--- src/rtl/tgr_pkg.sv ---
// shared constants and types of the 8x8 glyph text renderer
`default_nettype none

package tgr_pkg;

  // display and font geometry
  localparam int SCREEN_WIDTH = 320;
  localparam int GLYPH_COUNT  = 256;
  localparam int FONT_DEPTH   = GLYPH_COUNT * 8;
  localparam int FONT_AW      = $clog2(FONT_DEPTH);

  // field widths
  localparam int COORD_W  = 10;
  localparam int COLOR_W  = 16;
  localparam int ADDR_W   = 11;
  localparam int CODE_W   = 8;
  localparam int ACTION_W = 2;

  // action codes
  localparam logic [ACTION_W-1:0] ACT_LOAD   = 2'd0;
  localparam logic [ACTION_W-1:0] ACT_ORIGIN = 2'd1;
  localparam logic [ACTION_W-1:0] ACT_DRAW   = 2'd2;

  // register indexes
  localparam logic REG_FG = 1'b0;
  localparam logic REG_BG = 1'b1;

  localparam logic [CODE_W-1:0] NEWLINE_CODE = 8'd10;

  // reset colors
  localparam logic [COLOR_W-1:0] FG_RESET = 16'hFFFF;
  localparam logic [COLOR_W-1:0] BG_RESET = 16'h0000;

  // start of one draw item, top to sequencer
  typedef struct packed {
    logic               start;
    logic               newline;
    logic               glyph_ok;
    logic [CODE_W-1:0]  code;
    logic               last_char;
    logic [COORD_W-1:0] win_x;
    logic [COORD_W-1:0] win_y;
    logic [COORD_W-1:0] cur_x;
    logic [COORD_W-1:0] cur_y;
  } draw_cmd_t;

  // font memory read request
  typedef struct packed {
    logic               en;
    logic [FONT_AW-1:0] addr;
  } font_rd_t;

endpackage

`default_nettype wire

--- src/rtl/tgr_out_if.sv ---
// pixel output channel of the glyph renderer
`default_nettype none

interface tgr_out_if;
  logic                            valid;
  logic                            ready;
  logic                            pixel_valid;
  logic [tgr_pkg::COLOR_W-1:0]     pixel_color;
  logic [tgr_pkg::COORD_W-1:0]     window_x;
  logic [tgr_pkg::COORD_W-1:0]     window_y;
  logic                            first_pixel;
  logic                            last_pixel;
  logic [tgr_pkg::COORD_W-1:0]     cursor_x;
  logic [tgr_pkg::COORD_W-1:0]     cursor_y;
  logic                            string_end;

  modport source (output valid, pixel_valid, pixel_color, window_x, window_y, first_pixel,
                  last_pixel, cursor_x, cursor_y, string_end, input ready);
  modport sink (input valid, pixel_valid, pixel_color, window_x, window_y, first_pixel,
                last_pixel, cursor_x, cursor_y, string_end, output ready);
endinterface

`default_nettype wire

--- src/rtl/tgr_seq.sv ---
// pixel sequencer: row shifter, pixel counter and output register
`default_nettype none

module tgr_seq (
  input  wire logic                          clk,
  input  wire logic                          rst,
  input  wire tgr_pkg::draw_cmd_t            cmd,
  input  wire logic [tgr_pkg::COLOR_W-1:0]   fg_color,
  input  wire logic [tgr_pkg::COLOR_W-1:0]   bg_color,
  input  wire logic [7:0]                    rd_data,
  output      tgr_pkg::font_rd_t             rd,
  output      logic                          idle,
  tgr_out_if.source                          dout
);

  localparam logic [1:0] ST_IDLE = 2'd0;
  localparam logic [1:0] ST_RUN  = 2'd1;
  localparam logic [1:0] ST_NL   = 2'd2;

  logic [1:0]                   state;
  logic [5:0]                   pix;
  logic [7:0]                   shreg;
  logic [tgr_pkg::CODE_W-1:0]   code;
  logic                         last_char;
  logic                         glyph_ok;
  logic [tgr_pkg::COORD_W-1:0]  win_x;
  logic [tgr_pkg::COORD_W-1:0]  win_y;
  logic [tgr_pkg::COORD_W-1:0]  cur_x;
  logic [tgr_pkg::COORD_W-1:0]  cur_y;

  logic                         advance;
  logic                         beat_out;
  logic                         row_start;
  logic [7:0]                   row_data;
  logic                         bit_set;
  logic [2:0]                   next_row;
  logic [tgr_pkg::ADDR_W-1:0]   addr_full;

  assign idle      = (state == ST_IDLE);
  assign advance   = !dout.valid || dout.ready;
  assign beat_out  = ((state == ST_RUN) || (state == ST_NL)) && advance;
  assign row_start = (pix[2:0] == 3'd0);
  assign row_data  = glyph_ok ? rd_data : 8'd0;
  assign bit_set   = row_start ? row_data[7] : shreg[7];
  assign next_row  = pix[5:3] + 3'd1;

  // font read: row 0 at start, next row while the current one shifts out
  always_comb begin
    rd.en     = 1'b0;
    addr_full = {code, next_row};
    if (idle && cmd.start && !cmd.newline) begin
      rd.en     = 1'b1;
      addr_full = {cmd.code, 3'd0};
    end else if (state == ST_RUN && advance && row_start && pix[5:3] != 3'd7) begin
      rd.en = 1'b1;
    end
    rd.addr = addr_full[tgr_pkg::FONT_AW-1:0];
  end

  // control state
  always_ff @(posedge clk) begin
    if (rst) begin
      state      <= ST_IDLE;
      pix        <= 6'd0;
      dout.valid <= 1'b0;
    end else begin
      // output valid: set on a new beat, cleared once the beat is taken
      if (beat_out) begin
        dout.valid <= 1'b1;
      end else if (dout.ready) begin
        dout.valid <= 1'b0;
      end
      unique case (state)
        ST_IDLE: begin
          if (cmd.start) begin
            state <= cmd.newline ? ST_NL : ST_RUN;
            pix   <= 6'd0;
          end
        end
        ST_RUN: begin
          if (advance) begin
            pix <= pix + 6'd1;
            if (pix == 6'd63) begin
              state <= ST_IDLE;
            end
          end
        end
        ST_NL: begin
          if (advance) begin
            state <= ST_IDLE;
          end
        end
        default: state <= ST_IDLE;
      endcase
    end
  end

  // item context captured at start
  always_ff @(posedge clk) begin
    if (idle && cmd.start) begin
      code      <= cmd.code;
      last_char <= cmd.last_char;
      glyph_ok  <= cmd.glyph_ok;
      win_x     <= cmd.win_x;
      win_y     <= cmd.win_y;
      cur_x     <= cmd.cur_x;
      cur_y     <= cmd.cur_y;
    end
  end

  // row shifter and output payload
  always_ff @(posedge clk) begin
    if (state == ST_RUN && advance) begin
      shreg            <= row_start ? {row_data[6:0], 1'b0} : {shreg[6:0], 1'b0};
      dout.pixel_valid <= 1'b1;
      dout.pixel_color <= bit_set ? fg_color : bg_color;
      dout.window_x    <= win_x;
      dout.window_y    <= win_y;
      dout.first_pixel <= (pix == 6'd0);
      dout.last_pixel  <= (pix == 6'd63);
      dout.cursor_x    <= cur_x;
      dout.cursor_y    <= cur_y;
      dout.string_end  <= (pix == 6'd63) && last_char;
    end else if (state == ST_NL && advance) begin
      dout.pixel_valid <= 1'b0;
      dout.pixel_color <= '0;
      dout.window_x    <= '0;
      dout.window_y    <= '0;
      dout.first_pixel <= 1'b0;
      dout.last_pixel  <= 1'b1;
      dout.cursor_x    <= cur_x;
      dout.cursor_y    <= cur_y;
      dout.string_end  <= last_char;
    end
  end

endmodule

`default_nettype wire

--- src/flat_wrapper.sv ---
// flat-port wrapper written by rule: the top's interface ports become plain ports
module tgr_seq_flat 
  (clk, rst, cmd, fg_color, bg_color, rd_data, rd, idle, dout_valid, dout_pixel_valid, dout_pixel_color, dout_window_x, dout_window_y, dout_first_pixel, dout_last_pixel, dout_cursor_x, dout_cursor_y, dout_string_end, dout_ready);
  tgr_out_if dout_i ();
  input  wire logic clk;
  input  wire logic rst;
  input  wire tgr_pkg::draw_cmd_t cmd;
  input  wire logic [tgr_pkg::COLOR_W-1:0] fg_color;
  input  wire logic [tgr_pkg::COLOR_W-1:0] bg_color;
  input  wire logic [7:0] rd_data;
  output      tgr_pkg::font_rd_t rd;
  output      logic idle;
  output wire logic [$bits(dout_i.valid)-1:0] dout_valid;
  output wire logic [$bits(dout_i.pixel_valid)-1:0] dout_pixel_valid;
  output wire logic [$bits(dout_i.pixel_color)-1:0] dout_pixel_color;
  output wire logic [$bits(dout_i.window_x)-1:0] dout_window_x;
  output wire logic [$bits(dout_i.window_y)-1:0] dout_window_y;
  output wire logic [$bits(dout_i.first_pixel)-1:0] dout_first_pixel;
  output wire logic [$bits(dout_i.last_pixel)-1:0] dout_last_pixel;
  output wire logic [$bits(dout_i.cursor_x)-1:0] dout_cursor_x;
  output wire logic [$bits(dout_i.cursor_y)-1:0] dout_cursor_y;
  output wire logic [$bits(dout_i.string_end)-1:0] dout_string_end;
  input wire logic [$bits(dout_i.ready)-1:0] dout_ready;
  assign dout_valid = dout_i.valid;
  assign dout_pixel_valid = dout_i.pixel_valid;
  assign dout_pixel_color = dout_i.pixel_color;
  assign dout_window_x = dout_i.window_x;
  assign dout_window_y = dout_i.window_y;
  assign dout_first_pixel = dout_i.first_pixel;
  assign dout_last_pixel = dout_i.last_pixel;
  assign dout_cursor_x = dout_i.cursor_x;
  assign dout_cursor_y = dout_i.cursor_y;
  assign dout_string_end = dout_i.string_end;
  assign dout_i.ready = dout_ready;
  tgr_seq u_core (.clk(clk), .rst(rst), .cmd(cmd), .fg_color(fg_color), .bg_color(bg_color), .rd_data(rd_data), .rd(rd), .idle(idle), .dout(dout_i));
endmodule
--- config.mk ---
export PLATFORM = sky130hd
export DESIGN_NAME = tgr_seq_flat
export DESIGN_NICKNAME = d
export VERILOG_FILES = /design/src/rtl/tgr_pkg.sv /design/src/rtl/tgr_out_if.sv /design/src/rtl/tgr_seq.sv /design/src/flat_wrapper.sv
export SDC_FILE = /design/constraint.sdc
export NUM_CORES = 1
export LEC_CHECK = 0
export BUFFER_PORTS_ARGS = -buffer_cell sky130_fd_sc_hd__buf_2
export CORE_MARGIN = 2
export CORE_UTILIZATION = 49
export DETAILED_ROUTE_END_ITERATION = 10
export PLACE_DENSITY = 0.79
export SLEW_MARGIN = 15
export SYNTH_ARGS = -nofsm -noshare
export SYNTH_HDL_FRONTEND = slang
export SYNTH_SLANG_ARGS = --single-unit
--- constraint.sdc ---
create_clock -name clk -period 3.82 [get_ports clk]
set_input_delay 1.146 -clock clk [delete_from_list [all_inputs] [get_ports clk]]
set_output_delay 1.146 -clock clk [all_outputs]
set_load 0.02 [all_outputs]
==> results.sh <==
export IMPL_worstPathRequired_ns=2.67
export IMPL_clk_insertion_delay_late_ns=0.50
export IMPL_cts_resized=0
export IMPL_total_power_uw=4120
export IMPL_clockBufferDepth=2
export IMPL_synth_area_sq_um=4730
export IMPL_synth_seq_cells=126
export IMPL_wl_per_cell_microns=15.3
export IMPL_gr_total_overflow=0
export IMPL_netSwitchingFraction_pct=25.4
export IMPL_slew_headroom_pct=31.0
export IMPL_rsz0062_at_grt="no"
export IMPL_grt_pass1_wl_microns=14100
export IMPL_cts_sink_count=126
export IMPL_yosys_warnings=0
export IMPL_viasPerCell=4.87
export IMPL_ant_nets=0
export IMPL_vias=2976
export IMPL_pwr_share_seq_pct=43.4
export IMPL_syn2layout_area_growth_pct=34.6
export IMPL_pwr_share_comb_pct=14.6
export IMPL_final_common_cell="buf_2"
export IMPL_start_util_pct=51.0
export IMPL_min_period_over_period_pct=87.8
export IMPL_p_sw_uw=1050
export IMPL_diodes=0
export IMPL_crit_type="in2out"
export IMPL_chipHeight_microns=102
export IMPL_die_w_microns=102
export IMPL_rows=35
export IMPL_drc=0
export IMPL_syn_inst=290
export IMPL_postCtsHoldBufs=0
export IMPL_tightest_slew_ns=1.03
export IMPL_finalSetupViolCount=0
export IMPL_drtIter0Drc=116
export IMPL_avgSynthCellArea_sq_um=16.3
export IMPL_yosysSeqAreaShare_pct=77.9
export IMPL_clkPwrFrac_pct=42.0
export IMPL_drive_above_1_share_pct=45.6
export IMPL_grt_max_degree=51
export IMPL_cts_tree="built"
export IMPL_post_cts_setup_buffers=0
export IMPL_layout_nets=572
export IMPL_p_per_area_nw_per_um2=647
export IMPL_io_pins=169
export IMPL_cts_buffers_inserted=17
export IMPL_worstSetupEndpointType="output pin"
export IMPL_antenna_found_initial=0
export IMPL_internal_power_uw=3080
export IMPL_p_leak_uw=0.00272
export IMPL_arrival_ns=2.21
export IMPL_finClkSkew_ns=0.0149
export IMPL_clk_pin_slew_ns=0.06
export IMPL_fmax_ghz=0.298
export IMPL_core_sq_um=9280
export IMPL_portBuffers=168
export IMPL_synth_edf_count=116
export IMPL_synth_net_count=392
export IMPL_post_dp_cell_area_sq_um=5720
export IMPL_hold_path_class="reg2reg"
export IMPL_synth_ff_type="edfxtp_1"
export IMPL_grt_pass1_vias=2932
export IMPL_cts_root_buf="clkbuf_8"
export IMPL_drtPass1Iterations=4
export IMPL_ys_types=36
export IMPL_die_area_sq_um=10500
export IMPL_vdd_drop_max_uv=405
export IMPL_drv_cap=0
export IMPL_status="complete, no violations"
export IMPL_cts_htree_levels=4
export IMPL_grt_total_usage_pct=18.2
export IMPL_finalInstanceArea_sq_um=6370
export IMPL_fin_tns_setup_ns=0
export IMPL_ys_async_sr_fraction_pct=0
export IMPL_hold_viol=0
export IMPL_critPathLaunchType="input pin"
export IMPL_critPathMaxFanout=12
export IMPL_finalMaxSlewViolations=0
export IMPL_final_cell_mix="168 x buf_2, 116 x edfxtp_1, 23 x nor2_1, 22 x nand2_1, 19 x and3_1"
export IMPL_post_dp_hpwl_microns=6410
export IMPL_min_period_ns=3.35
export IMPL_finalWirelength_microns=9360
export IMPL_place_gp_congestion=0.828
[power groups by stage]
stage / logic [uW] / clock network [uW] / registers [uW]
after floorplan: 236 / 0 / 1950
after global placement: 591 / 0 / 1810
after detailed placement: 609 / 0 / 1810
after CTS: 612 / 1760 / 1790
after global routing: 657 / 1820 / 1800
final: 603 / 1730 / 1790
[worst max-delay path, stage by stage]
cell,delay [ns]
buf_2,0.09
nand2_1,0.09
or2_2,0.42
mux2_2,0.30
buf_2,0.16
[stage by stage]
| stage | instances | setup slack, ns | hold WS (ns) | util [%] |
|---|---|---|---|---|
| finish | 611 | 0.467 | 0.419 | 68.6 |
| global route | 611 | 0.311 | 0.426 | 68.6 |
| CTS | 611 | 0.449 | 0.420 | 68.6 |
| detailed placement | 580 | 0.458 | 0.405 | 61.7 |
| global placement | 580 | 0.500 | 0.400 | 61.7 |
| floorplan | 290 | 0.415 | 0.400 | - |
[final timing paths]
path,slack [ns],from,cells past startpoint,to
worst max-delay path,0.47,cmd[51],5,rd[8]
worst min-delay path,0.42,u_core.cur_x[6],0,u_core.dout.cursor_x[6]
worst max register to register,1.74,u_core.pix[0],6,u_core.dout.pixel_color[0]
worst min register to register,0.42,u_core.cur_x[6],0,u_core.dout.cursor_x[6]
[kinds of logic (layout without fill, tap and decap cells)]
logic type,after synthesis,after routing,share of synthesized area [%]
AOI/OAI and AO/OA,22,22,2.91
xor gates and xnor gates,2,2,0.370
adders and majority gates,7,7,1.85
buffers and inverters,20,212,1.90
DFF,126,126,77.9
muxes,24,24,5.29
and+or+nand+nor,89,89,9.81
[synthesized netlist by cell type, types with 2 or more instances]
cell type	count	area, sq um
nor4_1	2	12.5
ha_1	7	87.6
nand2b_1	3	18.8
mux2_2	8	90.1
and2_1	3	18.8
o21a_1	2	15.0
and3_1	19	119
buf_6	2	22.5
a21oi_1	5	25.0
mux2i_1	16	160
nand3_1	3	15.0
or3_1	3	18.8
nor2_1	23	86.3
o21ai_0	10	50.1
inv_1	8	30.0
dfxtp_1	10	200
xnor2_1	2	17.5
nand2_1	22	82.6
o31ai_1	2	15.0
edfxtp_1	116	3480
clkbuf_1	9	33.8
[sequential cells by signal, indices dropped and copies added, names as in the netlist, 2 cells and up]
signal / flops
u_core.win_x: 10
u_core.code: 8
u_core.shreg: 7
u_core.dout.pixel_color: 16
u_core.cur_y: 10
u_core.win_y: 10
u_core.cur_x: 10
u_core.state: 2
u_core.dout.window_y: 10
u_core.dout.window_x: 10
u_core.dout.cursor_x: 10
u_core.dout.cursor_y: 10
u_core.pix: 6
[per-layer routing]
metal | routed length [microns] | global-route usage (%) | share of wire (%) | vias up
li1 | - | - | - | 1440
met1 | 3710 | 20.7 | 40 | 1393
met2 | 4810 | 32.0 | 51 | 129
met3 | 668 | 6.22 | 7.1 | 14
met4 | 174 | 6.97 | 1.9 | 0
met5 | 0 | 0 | 0 | -
[cell type report]
class	count	area [sq um]
Sequential cell	126	3680
Tap cell	129	161
Clock buffer	17	414
Inverter	8	30.0
Clock inverter	14	229
Multi-Input combinational cell	144	958
Fill cell	697	2920
Timing Repair Buffer	173	891
No activity file was read; power rests on OpenSTA's default activity.
